**src/sv/brp_pkg.sv**
```systemverilog
// Shared constants, types and helper functions for the bit width repacker.
package brp_pkg;

  localparam int unsigned ValueW     = 25;
  localparam int unsigned BufW       = 32;
  localparam int unsigned CountW     = 6;
  localparam int unsigned WidthW     = 5;
  localparam int unsigned ByteW      = 8;
  localparam int unsigned LeftW      = 3;
  localparam int unsigned CfgIdxW    = 1;
  localparam int unsigned CfgDataW   = 5;
  localparam int unsigned MinBits    = 8;
  localparam int unsigned MaxBits    = 25;
  localparam int unsigned ResetBits  = 21;

  typedef enum logic [CfgIdxW-1:0] {
    CfgValueBits = 1'b0,
    CfgDirection = 1'b1
  } cfg_idx_e;

  typedef enum logic {
    DirUnpack = 1'b0,
    DirPack   = 1'b1
  } dir_e;

  // Everything the serializer needs to emit the results of one item.
  typedef struct packed {
    logic              load;
    logic [BufW-1:0]   word;
    logic [ValueW-1:0] value;
    logic [CountW-1:0] pos;
    logic [LeftW-1:0]  left;
  } load_t;

  function automatic logic [WidthW-1:0] clamp_width(input logic [WidthW-1:0] v);
    logic [WidthW-1:0] r;
    if (v < WidthW'(MinBits)) begin
      r = WidthW'(MinBits);
    end else if (v > WidthW'(MaxBits)) begin
      r = WidthW'(MaxBits);
    end else begin
      r = v;
    end
    return r;
  endfunction

  function automatic logic [ValueW-1:0] width_mask(input logic [WidthW-1:0] n);
    logic [BufW-1:0] m;
    m = (BufW'(1) << n) - BufW'(1);
    return m[ValueW-1:0];
  endfunction

endpackage

```
**src/sv/brp_if.sv**
```systemverilog
// Valid/ready stream interfaces for the input items and the result items.
interface brp_in_if;
  logic                       valid;
  logic                       ready;
  logic [brp_pkg::ValueW-1:0] in_value;
  logic                       in_last;

  modport source (output valid, output in_value, output in_last, input ready);
  modport sink   (input valid, input in_value, input in_last, output ready);
endinterface

interface brp_out_if;
  logic                       valid;
  logic                       ready;
  logic [brp_pkg::ValueW-1:0] out_value;
  logic                       run_last;

  modport source (output valid, output out_value, output run_last, input ready);
  modport sink   (input valid, input out_value, input run_last, output ready);
endinterface

```
**src/sv/brp_accum.sv**
```systemverilog
// Bit buffer, configuration registers and per-item result computation.
module brp_accum (
  input  logic                         clk_i,
  input  logic                         rst_ni,
  input  logic                         cfg_we_i,
  input  logic [brp_pkg::CfgIdxW-1:0]  cfg_idx_i,
  input  logic [brp_pkg::CfgDataW-1:0] cfg_data_i,
  input  logic                         in_accept_i,
  input  logic [brp_pkg::ValueW-1:0]   in_value_i,
  input  logic                         in_last_i,
  output brp_pkg::load_t               load_o
);
  import brp_pkg::*;

  logic [WidthW-1:0] width_q, width_d;
  dir_e              dir_q, dir_d;
  logic [BufW-1:0]   buf_q, buf_d;
  logic [CountW-1:0] cnt_q, cnt_d;

  logic [ValueW-1:0] mask;
  logic [BufW-1:0]   ubuf, pbuf, ushift, pshift;
  logic [CountW-1:0] ucnt, urem, pcnt, ppos;
  logic              uhit;
  logic [LeftW-1:0]  pleft;

  always_comb begin
    mask   = width_mask(width_q);
    // unpack: append one byte, take N bits when enough have gathered
    ubuf   = {buf_q[BufW-ByteW-1:0], in_value_i[ByteW-1:0]};
    ucnt   = cnt_q + CountW'(ByteW);
    uhit   = ucnt >= CountW'(width_q);
    urem   = ucnt - CountW'(width_q);
    ushift = ubuf >> urem;
    // pack: append N bits, every whole byte leaves
    pbuf   = (buf_q << width_q) | BufW'(in_value_i & mask);
    pcnt   = cnt_q + CountW'(width_q);
    pleft  = pcnt[CountW-1:3];
    ppos   = pcnt - CountW'(ByteW);
    pshift = pbuf >> ppos;
  end

  always_comb begin
    load_o = '0;
    if (dir_q == DirUnpack) begin
      load_o.load  = in_accept_i && uhit;
      load_o.word  = ubuf;
      load_o.value = ushift[ValueW-1:0] & mask;
      load_o.pos   = urem;
      load_o.left  = LeftW'(1);
    end else begin
      load_o.load  = in_accept_i && (pleft != '0);
      load_o.word  = pbuf;
      load_o.value = ValueW'(pshift[ByteW-1:0]);
      load_o.pos   = ppos;
      load_o.left  = pleft;
    end
  end

  always_comb begin
    width_d = width_q;
    dir_d   = dir_q;
    buf_d   = buf_q;
    cnt_d   = cnt_q;
    if (cfg_we_i) begin
      unique case (cfg_idx_e'(cfg_idx_i))
        CfgValueBits: width_d = clamp_width(cfg_data_i[WidthW-1:0]);
        CfgDirection: dir_d   = dir_e'(cfg_data_i[0]);
        default:      width_d = width_q;
      endcase
      // any register write starts a fresh stream
      buf_d = '0;
      cnt_d = '0;
    end else if (in_accept_i) begin
      if (in_last_i) begin
        buf_d = '0;
        cnt_d = '0;
      end else if (dir_q == DirUnpack) begin
        buf_d = ubuf;
        cnt_d = uhit ? urem : ucnt;
      end else begin
        buf_d = pbuf;
        cnt_d = {3'd0, pcnt[2:0]};
      end
    end
  end

  always_ff @(posedge clk_i or negedge rst_ni) begin
    if (!rst_ni) begin
      width_q <= WidthW'(ResetBits);
      dir_q   <= DirUnpack;
      buf_q   <= '0;
      cnt_q   <= '0;
    end else begin
      width_q <= width_d;
      dir_q   <= dir_d;
      buf_q   <= buf_d;
      cnt_q   <= cnt_d;
    end
  end

endmodule

```
**src/sv/brp_serializer.sv**
```systemverilog
// Result register that emits the one to four results of an item, one per transfer.
module brp_serializer (
  input  logic                       clk_i,
  input  logic                       rst_ni,
  input  brp_pkg::load_t             load_i,
  input  logic                       out_ready_i,
  output logic                       out_valid_o,
  output logic [brp_pkg::ValueW-1:0] out_value_o,
  output logic                       run_last_o,
  output logic                       can_load_o
);
  import brp_pkg::*;

  logic              valid_q, valid_d;
  logic [LeftW-1:0]  left_q, left_d;
  logic [CountW-1:0] pos_q, pos_d;
  logic [BufW-1:0]   word_q, word_d;
  logic [ValueW-1:0] value_q, value_d;

  logic              take, final_res;
  logic [CountW-1:0] next_pos;
  logic [BufW-1:0]   next_shift;

  assign take        = valid_q && out_ready_i;
  assign final_res   = left_q == LeftW'(1);
  assign can_load_o  = !valid_q || (take && final_res);
  assign out_valid_o = valid_q;
  assign out_value_o = value_q;
  assign run_last_o  = final_res;

  always_comb begin
    next_pos   = pos_q - CountW'(ByteW);
    next_shift = word_q >> next_pos;
    valid_d    = valid_q;
    left_d     = left_q;
    pos_d      = pos_q;
    word_d     = word_q;
    value_d    = value_q;
    if (load_i.load) begin
      valid_d = 1'b1;
      left_d  = load_i.left;
      pos_d   = load_i.pos;
      word_d  = load_i.word;
      value_d = load_i.value;
    end else if (take) begin
      if (final_res) begin
        valid_d = 1'b0;
      end else begin
        // advance to the next byte of the stored word
        left_d  = left_q - LeftW'(1);
        pos_d   = next_pos;
        value_d = ValueW'(next_shift[ByteW-1:0]);
      end
    end
  end

  always_ff @(posedge clk_i or negedge rst_ni) begin
    if (!rst_ni) begin
      valid_q <= 1'b0;
      left_q  <= '0;
    end else begin
      valid_q <= valid_d;
      left_q  <= left_d;
    end
  end

  always_ff @(posedge clk_i) begin
    pos_q   <= pos_d;
    word_q  <= word_d;
    value_q <= value_d;
  end

endmodule

```
**src/sv/bit_width_repacker_top.sv**
```systemverilog
// Top level of the bit width repacker: byte stream to N-bit values and back.
//
// Usage:
//   in_ch_i carries input items: a byte or an N-bit value in in_value, plus
//   in_last, which drops any leftover bits once the item is processed.
//   out_ch_o carries results: an unpacked N-bit value or a packed byte in the
//   low eight bits; run_last marks the final result of an input item.
//   The configuration port writes value_bits (index 0, clamped to 8..25) or
//   direction (index 1, 0 unpack, 1 pack); every write clears the bit buffer.
//   Write configuration only while no results are pending.
// Latency: the first result of an item is valid the cycle after its transfer.
// Output: when unpacking an item gives at most one result; packing gives one to
//   four bytes per item, which the single result register emits one byte per
//   transfer. A new item is taken in the cycle the last result of the previous
//   one is transferred.
// Reset: value_bits is 21, direction unpack, buffer empty, no result pending.
// Stall: while the receiver holds ready low the result register holds, and the
//   input is stalled only once that register is occupied.
module bit_width_repacker_top (
  input  logic                         clk_i,
  input  logic                         rst_ni,
  brp_in_if.sink                       in_ch_i,
  brp_out_if.source                    out_ch_o,
  input  logic                         cfg_we_i,
  input  logic [brp_pkg::CfgIdxW-1:0]  cfg_idx_i,
  input  logic [brp_pkg::CfgDataW-1:0] cfg_data_i
);
  import brp_pkg::*;

  load_t load;
  logic  can_load;
  logic  accept;

  assign in_ch_i.ready = can_load;
  assign accept        = in_ch_i.valid && can_load;

  brp_accum u_accum (
    .clk_i       (clk_i),
    .rst_ni      (rst_ni),
    .cfg_we_i    (cfg_we_i),
    .cfg_idx_i   (cfg_idx_i),
    .cfg_data_i  (cfg_data_i),
    .in_accept_i (accept),
    .in_value_i  (in_ch_i.in_value),
    .in_last_i   (in_ch_i.in_last),
    .load_o      (load)
  );

  brp_serializer u_serializer (
    .clk_i       (clk_i),
    .rst_ni      (rst_ni),
    .load_i      (load),
    .out_ready_i (out_ch_o.ready),
    .out_valid_o (out_ch_o.valid),
    .out_value_o (out_ch_o.out_value),
    .run_last_o  (out_ch_o.run_last),
    .can_load_o  (can_load)
  );

endmodule

```
**src/flat_wrapper.sv**
```systemverilog
// flat-port wrapper written by rule: the top's interface ports become plain ports
module bit_width_repacker_top_flat import brp_pkg::*;
  (clk_i, rst_ni, cfg_we_i, cfg_idx_i, cfg_data_i, in_ch_i_valid, in_ch_i_in_value, in_ch_i_in_last, in_ch_i_ready, out_ch_o_valid, out_ch_o_out_value, out_ch_o_run_last, out_ch_o_ready);
  brp_in_if in_ch_i_i ();
  brp_out_if out_ch_o_i ();
  input  logic clk_i;
  input  logic rst_ni;
  input  logic cfg_we_i;
  input  logic [brp_pkg::CfgIdxW-1:0] cfg_idx_i;
  input  logic [brp_pkg::CfgDataW-1:0] cfg_data_i;
  input wire logic [$bits(in_ch_i_i.valid)-1:0] in_ch_i_valid;
  input wire logic [$bits(in_ch_i_i.in_value)-1:0] in_ch_i_in_value;
  input wire logic [$bits(in_ch_i_i.in_last)-1:0] in_ch_i_in_last;
  output wire logic [$bits(in_ch_i_i.ready)-1:0] in_ch_i_ready;
  output wire logic [$bits(out_ch_o_i.valid)-1:0] out_ch_o_valid;
  output wire logic [$bits(out_ch_o_i.out_value)-1:0] out_ch_o_out_value;
  output wire logic [$bits(out_ch_o_i.run_last)-1:0] out_ch_o_run_last;
  input wire logic [$bits(out_ch_o_i.ready)-1:0] out_ch_o_ready;
  assign in_ch_i_i.valid = in_ch_i_valid;
  assign in_ch_i_i.in_value = in_ch_i_in_value;
  assign in_ch_i_i.in_last = in_ch_i_in_last;
  assign in_ch_i_ready = in_ch_i_i.ready;
  assign out_ch_o_valid = out_ch_o_i.valid;
  assign out_ch_o_out_value = out_ch_o_i.out_value;
  assign out_ch_o_run_last = out_ch_o_i.run_last;
  assign out_ch_o_i.ready = out_ch_o_ready;
  bit_width_repacker_top u_core (.clk_i(clk_i), .rst_ni(rst_ni), .in_ch_i(in_ch_i_i), .out_ch_o(out_ch_o_i), .cfg_we_i(cfg_we_i), .cfg_idx_i(cfg_idx_i), .cfg_data_i(cfg_data_i));
endmodule
```
**config.mk**
```make
export PLATFORM = sky130hd
export DESIGN_NAME = bit_width_repacker_top_flat
export DESIGN_NICKNAME = d
export VERILOG_FILES = /design/src/sv/brp_pkg.sv /design/src/sv/brp_if.sv /design/src/sv/brp_accum.sv /design/src/sv/brp_serializer.sv /design/src/sv/bit_width_repacker_top.sv /design/src/flat_wrapper.sv
export SDC_FILE = /design/constraint.sdc
export NUM_CORES = 1
export LEC_CHECK = 0
export ABC_AREA = 1
export CAP_MARGIN = 20
export CORE_UTILIZATION = 39
export CTS_BUF_LIST = sky130_fd_sc_hd__clkbuf_16
export DETAILED_ROUTE_END_ITERATION = 16
export DONT_BUFFER_PORTS = 1
export PLACE_DENSITY = 0.58
export SYNTH_ARGS = -nofsm -noshare
export SYNTH_HDL_FRONTEND = slang
export SYNTH_SLANG_ARGS = --single-unit
```
**constraint.sdc**
```tcl
create_clock -name clk_i -period 4.5 [get_ports clk_i]
set_input_delay 0.675 -clock clk_i [delete_from_list [all_inputs] [get_ports clk_i]]
set_output_delay 0.675 -clock clk_i [all_outputs]
set_load 0.02 [all_outputs]
```
# Yosys cells after proc, flatten, opt, wreduce, memory -nomap -nowiden
# Index checks and enable logic that the tools add are counted.
[word_totals]
output_inout_bits = 28
ff_bits = 111
word_cells = 69
latch_bits = 0
ramBits = 0
memories = 0
input_bits = 37
mem_bits_ro = 0
[op_classes]
n_reduce_logical = 15
add_sub_neg = 7
n_lt_le_gt_ge = 3
bitwise = 4
n_mul = 0
shift = 5
div = 0
eq_ne = 2
muxes = 24
[op_table]
columns = ["operator", "count"]
rows = [
  ["$mux W32", 4],
  ["$mux W25", 3],
  ["$mux W67", 1],
  ["$shr A32 B6 Y8", 2],
  ["$and A25 B25 Y25", 2],
  ["$mux W6", 8],
  ["$or A32 B25 Y32", 1],
  ["$shl A32 B5 Y32", 1],
  ["$shr A32 B6 Y25", 1],
  ["$shl A1 B5 Y25 const A", 1],
  ["$sub A25 B2 Y25 const B", 1],
  ["$sub A6 B4 Y6 const B", 2],
  ["$mux W5", 2],
  ["$mux W3", 3],
  ["$reduce_and A2 Y1", 4],
  ["$add A6 B4 Y6 const B", 1],
  ["$add A6 B5 Y6", 1],
  ["$ge A6 B5 Y1", 1],
  ["$reduce_bool A2 Y1", 3],
  ["$sub A6 B5 Y6", 1],
  ["$gt A5 B5 Y1 const B", 1],
  ["$logic_and A1 B1 Y1", 5],
  ["$lt A5 B4 Y1 const B", 1],
  ["$eq A3 B1 Y1 const B", 1],
  ["7 further kinds", 9],
]

# Longest topological paths before layout
# Gate-level depths: netlist of run 1.
[depth]
word_depth = 8
depth_mapped = 22
ltp_nobuf = 21

# By module
# A second synthesis of run 1 with hierarchy kept.
[unflattened]
hier_cells = 1955
area_unflattened_um2 = 11664.9
[by_module_without_submodules]
columns = ["mod", "cells_each", "n_inst", "seq_area_each_um2", "area_each_um2"]
rows = [
  ["brp_accum", 1480, 1, 1104.8, 7900.1],
  ["brp_serializer", 473, 1, 1991.9, 3757.4],
  ["bit_width_repacker_top", 2, 1, 0.0, 7.5],
]

# Worst setup path before layout of run 1
# No wires, ideal clock.
[synth_path]
kind = "register -> register"
start = "register u_core.u_accum.width_q[2]"
end = "register u_core.u_serializer.left_q[1]"
synth_period_minus_slack_ns = 3.458
t_required_ns = 4.375
slack_ns = 1.042
setup_ns = 0.125
stages_incl_launch_ff = 17
n_path_buf = 2
arrival_ns = 3.333
cell_sequence = "dfstp_2 -> inv_2 -> buf_1 -> ha_1 -> inv_1 -> a21oi_2 -> nand2_1 -> nand2_1 -> nand2_1 -> clkbuf_1 -> ha_1 -> nand3_1 -> nand2_2 -> nand2_1 -> o221ai_1 -> o21ai_0 -> inv_1"
[synth_via]
elab_chain_cells = 6
elab_cells_between_ends = 10
cone_classes = "add/sub (1); order compare (1); eq/ne (1); mux (2); reduce/logical (5)"
[synth_rtl]
columns = ["item", "line_no", "rtl"]
rows = [
  ["start, declared", "brp_accum.sv:15", "logic [WidthW-1:0] width_q, width_d;"],
  ["start signal, assigned", "brp_accum.sv:89", "width_q <= WidthW'(ResetBits);"],
  ["start signal, assigned", "brp_accum.sv:94", "width_q <= width_d;"],
  ["$add A6 B5 Y6", "brp_accum.sv:36", "pcnt = cnt_q + CountW'(width_q);"],
  ["$reduce_bool A3 Y1", "brp_accum.sv:51", "load_o.load = in_accept_i && (pleft != '0);"],
  ["$logic_and A1 B1 Y1", "brp_accum.sv:51", ""],
  ["$mux W67 (*)", "brp_accum.sv:44", "if (dir_q == DirUnpack) begin"],
  ["$ne A2 B1 Y1 (no line) or $reduce_bool A2 Y1 (tied branches)", "n/a", ""],
  ["$reduce_and A2 Y1 (no line)", "n/a", ""],
  ["end signal, assigned", "brp_serializer.sv:63", "left_q <= left_d;"],
  ["end, declared", "brp_serializer.sv:15", "logic [LeftW-1:0] left_q, left_d;"],
]
# Every way passes the cells marked *; elsewhere a longest branch is shown, timed or not.
# A chain may end at the register's enable or synchronous reset.

# Worst setup path after layout of run 1
[layout_path]
start = "register u_core.u_accum.width_q[2]"
end = "register u_core.u_serializer.value_q[6], in the netlist u_core.u_serializer.out_value_o[6], data pin"
[layout_via]
elab_chain_cells = 7
elab_cells_between_ends = 17
cone_classes = "add/sub (4); order compare (1); shift (4); mux (2); bitwise (3); reduce/logical (3)"
[layout_rtl]
columns = ["item", "line_no", "rtl"]
rows = [
  ["$shl A1 B5 Y25", "brp_pkg.sv:49", "m = (BufW'(1) << n) - BufW'(1);"],
  ["$sub A25 B2 Y25", "brp_pkg.sv:49", ""],
  ["$and A25 B25 Y25", "brp_accum.sv:35", "pbuf = (buf_q << width_q) | BufW'(in_value_i & mask);"],
  ["$or A32 B25 Y32", "brp_accum.sv:35", ""],
  ["$shr A32 B6 Y8", "brp_accum.sv:39", "pshift = pbuf >> ppos;"],
  ["$mux W67 (*)", "brp_accum.sv:44", ""],
  ["$mux W25 (*)", "brp_serializer.sv:39", "if (load_i.load) begin"],
  ["net u_core.u_serializer.value_d[6]", "brp_serializer.sv:18", "logic [ValueW-1:0] value_q, value_d;"],
  ["end signal, assigned", "brp_serializer.sv:70", "value_q <= value_d;"],
  ["end, declared", "brp_serializer.sv:18", ""],
]
# The timed path passes the listed nets; every way through them passes the cells marked *.

==> metrics.md, run 1 <==
| Metric | Value |
|---|---|
| CP endpoint | `u_core.u_serializer.out_value_o[6]$_DFFE_PP_` |
| Post-Synth XOR/XNOR Area | `less than 1%` |
| CP max FO | `19` |
| # clock sinks | `between 100 and 150` |
| Overall routed net length | `around 56,000 um` |
| TritonRoute pass-1 iters | `6` |
| Post-synth top area cell | `nand2_1` |
| RSZ-0062 raised after global routing | `false` |
| Diodes inserted | `0` |
| Synth top area cells | `nand2_1 (19%), edfxtp_1 (17%), nand3_1 (15%)` |
| Htree depth | `3` |
| Global placement routability congestion | `around 1.0` |
| Max Fclk | `between 200 and 250 MHz` |
| Count of buffers from port buffering | `0` |
| # fillers | `3,196` |
| MaxCap Viol Count | `0` |
| Chip Height | `173 um` |
| Synth unique cells | `55` |
| Met1 usage | `between 50% and 60%` |
| Slew margin rel. | `between 20% and 30%` |
| Synth cell count leaders | `nand2_1 (569), nand3_1 (334), o21ai_0 (172), inv_1 (139), nor2_1 (79)` |
| Required @ worst endpoint | `roughly 4700 ps` |
| Share of layout cells above drive strength 1 | `roughly 6.8%` |
| Clk slew on worst S/H paths | `approximately 90 ps` |
| Total CTS buffers | `9` |
| Hold Crit Class | `in2async` |
| Cells resized by post-CTS repair | `0` |
| VDD IR max | `roughly 0.00019 V` |
| Post-synthesis adder-cell area fraction | `roughly 2.2%` |
| Mapped cell area | `11,400 sq um` |
| Die ar. | `30,000 sq um` |
| Initial antenna violation count | `1` |
| M3 GR Usage | `between 6 and 7%` |
| Most numerous cell in the Yosys netlist | `nand2_1` |
| # Post-CTS Setup Buffers | `0` |
| Largest family of logic cells by synthesized area | `simple AND/OR/NAND/NOR gates` |
| Synth Flop Type | `edfxtp_1` |
| Final non-filler cell total | `2,180` |
| Largest net degree at the start of global routing | `between 50 and 60` |
| EDFF count, synth | `63` |
| Hold Fails Final Rpt | `0` |
| Worst Clk Skew | `between 10 and 15 ps` |
| Placed cells | `approximately 2,200` |
| Final period util | `about nine tenths` |
| Core area | `between 20,000 and 30,000 sq um` |
| Startpoint class of the critical path | `register` |
| Total GRT Usage | `about 37%` |
| CP startpoint | `u_core.u_accum.width_q[2]$_DFFE_PN1P_` |
| Top-area cell type share of the netlist area | `between 10% and 20%` |
| Via count of the routed design | `approximately 13,000` |
| Final setup fails | `0` |
| LEAKAGE | `0.00551 uW` |
| Slack of the worst reg-to-reg path | `between 300 and 400 ps` |
| Setup CP Type | `reg2reg` |
| Longest Clk Path Bufs | `2` |
| Cell Pwr Density | `~590 nW/um^2` |
| Compound-Gate Fraction of Synth Area | `a little under a fifth` |
| Routed len/inst | `roughly 26 um` |
| IO Pins | `65` |
| Via density | `6.09` |
| Mux contribution to synthesized area | `2.01%` |
| Critical Path AT | `around 4400 ps` |
| Starting density of the core | `approximately two fifths` |
| Final core occ | `a little over two fifths` |
| Met2 usage | `about 55%` |
| Max-slew violations | `0` |
| Critical Path Sink Type | `register` |
| R2R cell count | `12` |
| Mean Syn Cell Area | `slightly above 6 sq um` |
| Measured slew at the worst slew-check pin | `approximately 1000 ps` |
| Cell Rows | `62` |
| 1st-iter DRT viols | `between 1,500 and 2,000` |
| Synth Area in Simple Gates | `approximately 40%` |
| First-pass GRT wire length | `80,900 um` |
| # nets final | `between 1,500 and 2,000` |
| DR DRC count | `0` |
| Clock Latency Late Sink | `between 300 and 400 ps` |
| Syn-to-layout area delta | `5.49%` |
| Min cycle time layout | `between 4000 and 5000 ps` |
| CTS tree | `yes` |
| Hold_buf cts | `1` |
| Die Wd | `approximately 170 um` |
| Root buffer cell | `clkbuf_16` |
| Final ANT Viol Nets | `0` |
| Net count after synthesis | `between 1,500 and 2,000` |
| Post-synthesis sequential area ratio | `between 20% and 30%` |
| Status | `complete, no violations` |
| Post-Synthesis Cells | `1,849` |
| R2R Path Start | `u_core.u_accum.width_q[2]$_DFFE_PN1P_` |
| Setup total negative slack | `0 ps` |
| YS warnings | `0` |
| HPWL after DPL | `~45,000 um` |
| Post-synthesis register bit count | `approximately 110` |
| R2r endpoint | `u_core.u_serializer.out_value_o[6]$_DFFE_PP_` |
| Busiest metal layer after global routing | `met2` |
| Asr flop ratio synth | `a little over two fifths` |
| Remaining global-route overflow | `0` |
| Number of global-route vias before repair | `11,900` |
placed cells by master, fill, tap and decap left out, drive strengths merged, types with 29 or more instances in the layout:
master	instances
o22ai	29
buf	43
edfxtp	63
a21oi	59
nand2	580
dfrtp	45
nand3	338
inv	158
o21ai	207
nor2	91
metal layers:
metal	up-vias	wire (um)
met4	2	2380
met2	717	23800
met1	6286	24500
li1	6165	-
met3	116	5350
met5	-	13
how the worst min path moves through the flow:
stage	startpoint	end	depth (start not counted)
finish	rst_ni	u_core.u_accum.width_q[4]$_DFFE_PN1P_	0
global route	rst_ni	u_core.u_accum.width_q[4]$_DFFE_PN1P_	0
detailed placement	rst_ni	u_core.u_serializer.out_valid_o$_DFFE_PN0P_	0
CTS	rst_ni	u_core.u_accum.width_q[4]$_DFFE_PN1P_	0
floorplan	rst_ni	u_core.u_accum.buf_q[0]$_DFFE_PN0P_	0
global placement	rst_ni	u_core.u_serializer.out_valid_o$_DFFE_PN0P_	0
critical path, stage by stage (launching register included):
cell and delay [ps]:
dfstp_2 810, inv_2 80, ha_1 410, inv_1 180
o21bai_1 120, or2_2 290, nand2_2 70, clkinv_1 500
o21ai_0 780, o21ai_0 210, o31ai_1 280, inv_1 60
a21boi_1 150
flip-flops by register name, summed over array words and instances (netlist names):
signal / count
u_core.u_accum.cnt_q: 6
u_core.u_serializer.pos_q: 6
u_core.u_serializer.word_q: 32
u_core.u_serializer.out_valid_o: 1
u_core.u_accum.dir_q: 1
u_core.u_serializer.left_q: 3
u_core.u_accum.width_q: 5
u_core.u_serializer.out_value_o: 25
u_core.u_accum.buf_q: 32
through the flow:
step                instance area (sq um)  hold WS (ps)  worst slack [ps]  total power [uW]
global placement                    11700           381               453              6180
CTS                                 12100           116               535              7010
detailed placement                  11700           381               582              6120
floorplan                           11400           379              1040              4530
finish                              12100           120               379              7140
global route                        12100           115               260              7530
layout make-up:
cell class | instances | area [sq um] | share of cell area (%)
Sequential cell | 111 | 3100 | 25.6
Multi-Input combinational cell | 1463 | 7230 | 59.9
Tap cell | 384 | 480 | 3.98
Clock buffer | 9 | 225 | 1.87
Inverter | 163 | 612 | 5.07
Clock inverter | 7 | 85.1 | 0.705
Timing Repair Buffer | 43 | 343 | 2.84
logic make-up (layout without fill, tap and decap cells):
| logic type | Yosys count | in the layout |
|---|---|---|
| and+or+nand+nor | 1047 | 1047 |
| buffers and inverters | 275 | 222 |
| AOI/OAI and AO/OA | 363 | 363 |
| DFF | 111 | 111 |
| adders and majority gates | 19 | 19 |
| muxes | 23 | 23 |
| xor gates and xnor gates | 11 | 11 |
power breakdown:
part           switching [uW]  total (uW)  internal, uW
Combinational            3320        4530          1210
Clock                     477         876           399
Sequential                320        1730          1410
Total                    4120        7140          3020
(Power assumes the default switching activity.)
==> run 2: changes to the inputs <==
Clock period 4.5 ns to 5.2 ns, I/O delays scaled along.
==> run 2 against run 1 <==
First-iteration DRC count up 37%. Total power down 15%. Sequential share of layout area up 0.29 points. Cell area down 1.1%. Final cell count down 0.60%. Non-clock buffer count down 14. Utilization down 0.47 points. Routed wire length down 1.0%.
==> metrics.md, run 2 (same netlist as run 1, synthesis figures left out) <==
| Metric | Value |
|---|---|
| Hold Crit Class | `in2async` |
| Share of layout cells above drive strength 1 | `6.06% (-0.73 points)` |
| Global placement routability congestion | `1.09 (+4.7%)` |
| Starting density of the core | `39.8% (unchanged)` |
| Most frequent cells in the layout | `nand2_1 (569), nand3_1 (334), o21ai_0 (172)` |
| CP max FO | `68 (+49)` |
| Remaining global-route overflow | `0 (unchanged)` |
| Cell Pwr Density | `509 nW/um^2 (-14%)` |
| Max-slew violations | `0 (unchanged)` |
| Total CTS buffers | `9 (unchanged)` |
| Final period util | `81.7% (-9.8 points)` |
| Total GRT Usage | `36.4% (-0.50 points)` |
| Overall routed net length | `55,400 um (-1.0%)` |
| Slack of the worst reg-to-reg path | `950 ps (+570 ps)` |
| Setup total negative slack | `0 ps (unchanged)` |
| MaxCap Viol Count | `0 (unchanged)` |
| TritonRoute pass-1 iters | `6 (unchanged)` |
| Min cycle time layout | `4250 ps (+130 ps)` |
| Core area | `28,800 sq um (unchanged)` |
| Required @ worst endpoint | `5400 ps (+670 ps)` |
| Slew margin rel. | `24.4% (-5.5 points)` |
| Die ar. | `30,000 sq um (unchanged)` |
| Measured slew at the worst slew-check pin | `1130 ps (+84.4 ps)` |
| Critical Path Sink Type | `register` |
| Final setup fails | `0 (unchanged)` |
| 1st-iter DRT viols | `2,480 (+37%)` |
| # clock sinks | `111 (unchanged)` |
| Final ANT Viol Nets | `0 (unchanged)` |
| Cells resized by post-CTS repair | `0 (unchanged)` |
| Hold Fails Final Rpt | `0 (unchanged)` |
| Register share of total power | `24.4% (+0.2 points)` |
| Worst Clk Skew | `16.0 ps (+1.30 ps)` |
| Via count of the routed design | `13,400 (+1.1%)` |
| Initial antenna violation count | `0 (-1)` |
| Number of global-route vias before repair | `12,100 (+1.8%)` |
| Hold_ws | `94.2 ps (-25.5 ps)` |
| Status | `complete, no violations` |
| IO Pins | `65 (unchanged)` |
| Largest net degree at the start of global routing | `69 (+30%)` |
| Clock group share of total power | `12.2% (about the same)` |
| First-pass GRT wire length | `80,800 um (about the same)` |
| Root buffer cell | `clkbuf_16` |
| Final instance area | `11,900 sq um (-1.1%)` |
| # nets final | `1,833 (-0.76%)` |
| Clock Latency Late Sink | `380 ps (about the same)` |
| Switch share | `57.7% (about the same)` |
| Critical Path AT | `4450 ps (+100 ps)` |
| Startpoint class of the critical path | `register` |
| # Post-CTS Setup Buffers | `0 (unchanged)` |
| Commonest non-fill, non-tap cell in the layout | `nand2_1` |
| Count of buffers from port buffering | `0 (unchanged)` |
| Cell Rows | `62 (unchanged)` |
| Setup CP Type | `reg2reg` |
| CTS tree | `yes` |
| Longest Clk Path Bufs | `2 (unchanged)` |
| Internal power | `2570 uW (-15%)` |
| VDD IR max | `0.000216 V (+14%)` |
| Comb pwr share | `63.5% (about the same)` |
| Hold_buf cts | `0 (-1)` |
| HPWL after DPL | `43,900 um (-2.5%)` |
| Via density | `6.20 (+1.8%)` |
| LEAKAGE | `0.00543 uW (-1.4%)` |
| DR DRC count | `0 (unchanged)` |
| Routed len/inst | `25.6 um (-0.41%)` |
| Die Wd | `173 um (unchanged)` |
| RSZ-0062 raised after global routing | `false` |
| Max Fclk | `235 MHz (-3.1%)` |
| Chip Height | `173 um (unchanged)` |
| Clk slew on worst S/H paths | `80 ps (about the same)` |
| Htree depth | `3 (unchanged)` |
| Syn-to-layout area delta | `4.31%` |
| Switch Pwr | `3500 uW (-15%)` |
| Total placed instance area | `11,600 sq um (-0.83%)` |
-- run 2: area by class of cell --
type | count | area [sq um]
clock inverters | 7 | 72.6
multi-input cells | 1463 | 7230
flip-flops and latches | 111 | 3100
inverters | 163 | 612
well taps | 384 | 480
clock buffers | 9 | 225
repair buffers | 29 | 218
diodes | 1 | 2.50
fillers | 3178 | 16800
-- run 2: power by group through the flow --
stage | sequential, uW | clock (uW) | combinational, uW
final | 1480 | 740 | 3850
after global routing | 1500 | 769 | 4130
after CTS | 1480 | 743 | 3720
after detailed placement | 1500 | 0 | 3710
after global placement | 1500 | 0 | 3740
after floorplan | 1410 | 0 | 2510
-- run 2: routing by layer --
metal	share of wire, %	vias up	global-route usage, %	wire, um
li1	-	6135	-	-
met1	42	6306	50.4	23300
met2	43	873	54.3	23600
met3	10	124	7.11	5670
met4	5.1	0	17.3	2810
met5	0	-	0	0
-- run 2: final timing paths --
kind,start,to,cells after the start
setup / recovery,u_core.u_accum.width_q[0]$_DFFE_PN1P_,u_core.u_serializer.out_value_o[6]$_DFFE_PP_,20
hold / removal,rst_ni,u_core.u_serializer.out_valid_o$_DFFE_PN0P_,0
setup reg to reg,u_core.u_accum.width_q[0]$_DFFE_PN1P_,u_core.u_serializer.out_value_o[6]$_DFFE_PP_,20
hold reg to reg,u_core.u_accum.buf_q[26]$_DFFE_PN0P_,u_core.u_accum.buf_q[26]$_DFFE_PN0P_,1
max in group asynchronous,rst_ni,u_core.u_accum.width_q[4]$_DFFE_PN1P_,0
min in group clk_i,u_core.u_accum.buf_q[26]$_DFFE_PN0P_,u_core.u_accum.buf_q[26]$_DFFE_PN0P_,1
-- run 2: stage by stage --
step | std cells | worst slack, ps | total power (uW) | utilization [%]
finish | 2167 | 949 | 6070 | 41.5
global route | 2166 | 738 | 6400 | 41.5
CTS | 2166 | 1000 | 5940 | 41.5
detailed placement | 2150 | 1010 | 5210 | 40.4
global placement | 2150 | 1100 | 5230 | 40.4
floorplan | 1849 | 1740 | 3920 | -
-- run 2: worst max-delay path: stages, from the launching register on --
cell	delay, ps
dfstp_2	570
buf_4	570
inv_2	170
nand2_1	160
nor2_2	90
nand2_1	210
ha_1	290
nand4_2	170
nor2_2	230
nand2_1	80
o21ai_1	350
nand2_1	240
nand3_1	170
nand3_1	130
nand2_1	100
nand2_1	70
nand3_1	80
nand2_1	60
nand2_1	50
nand2_1	70
a21boi_1	200
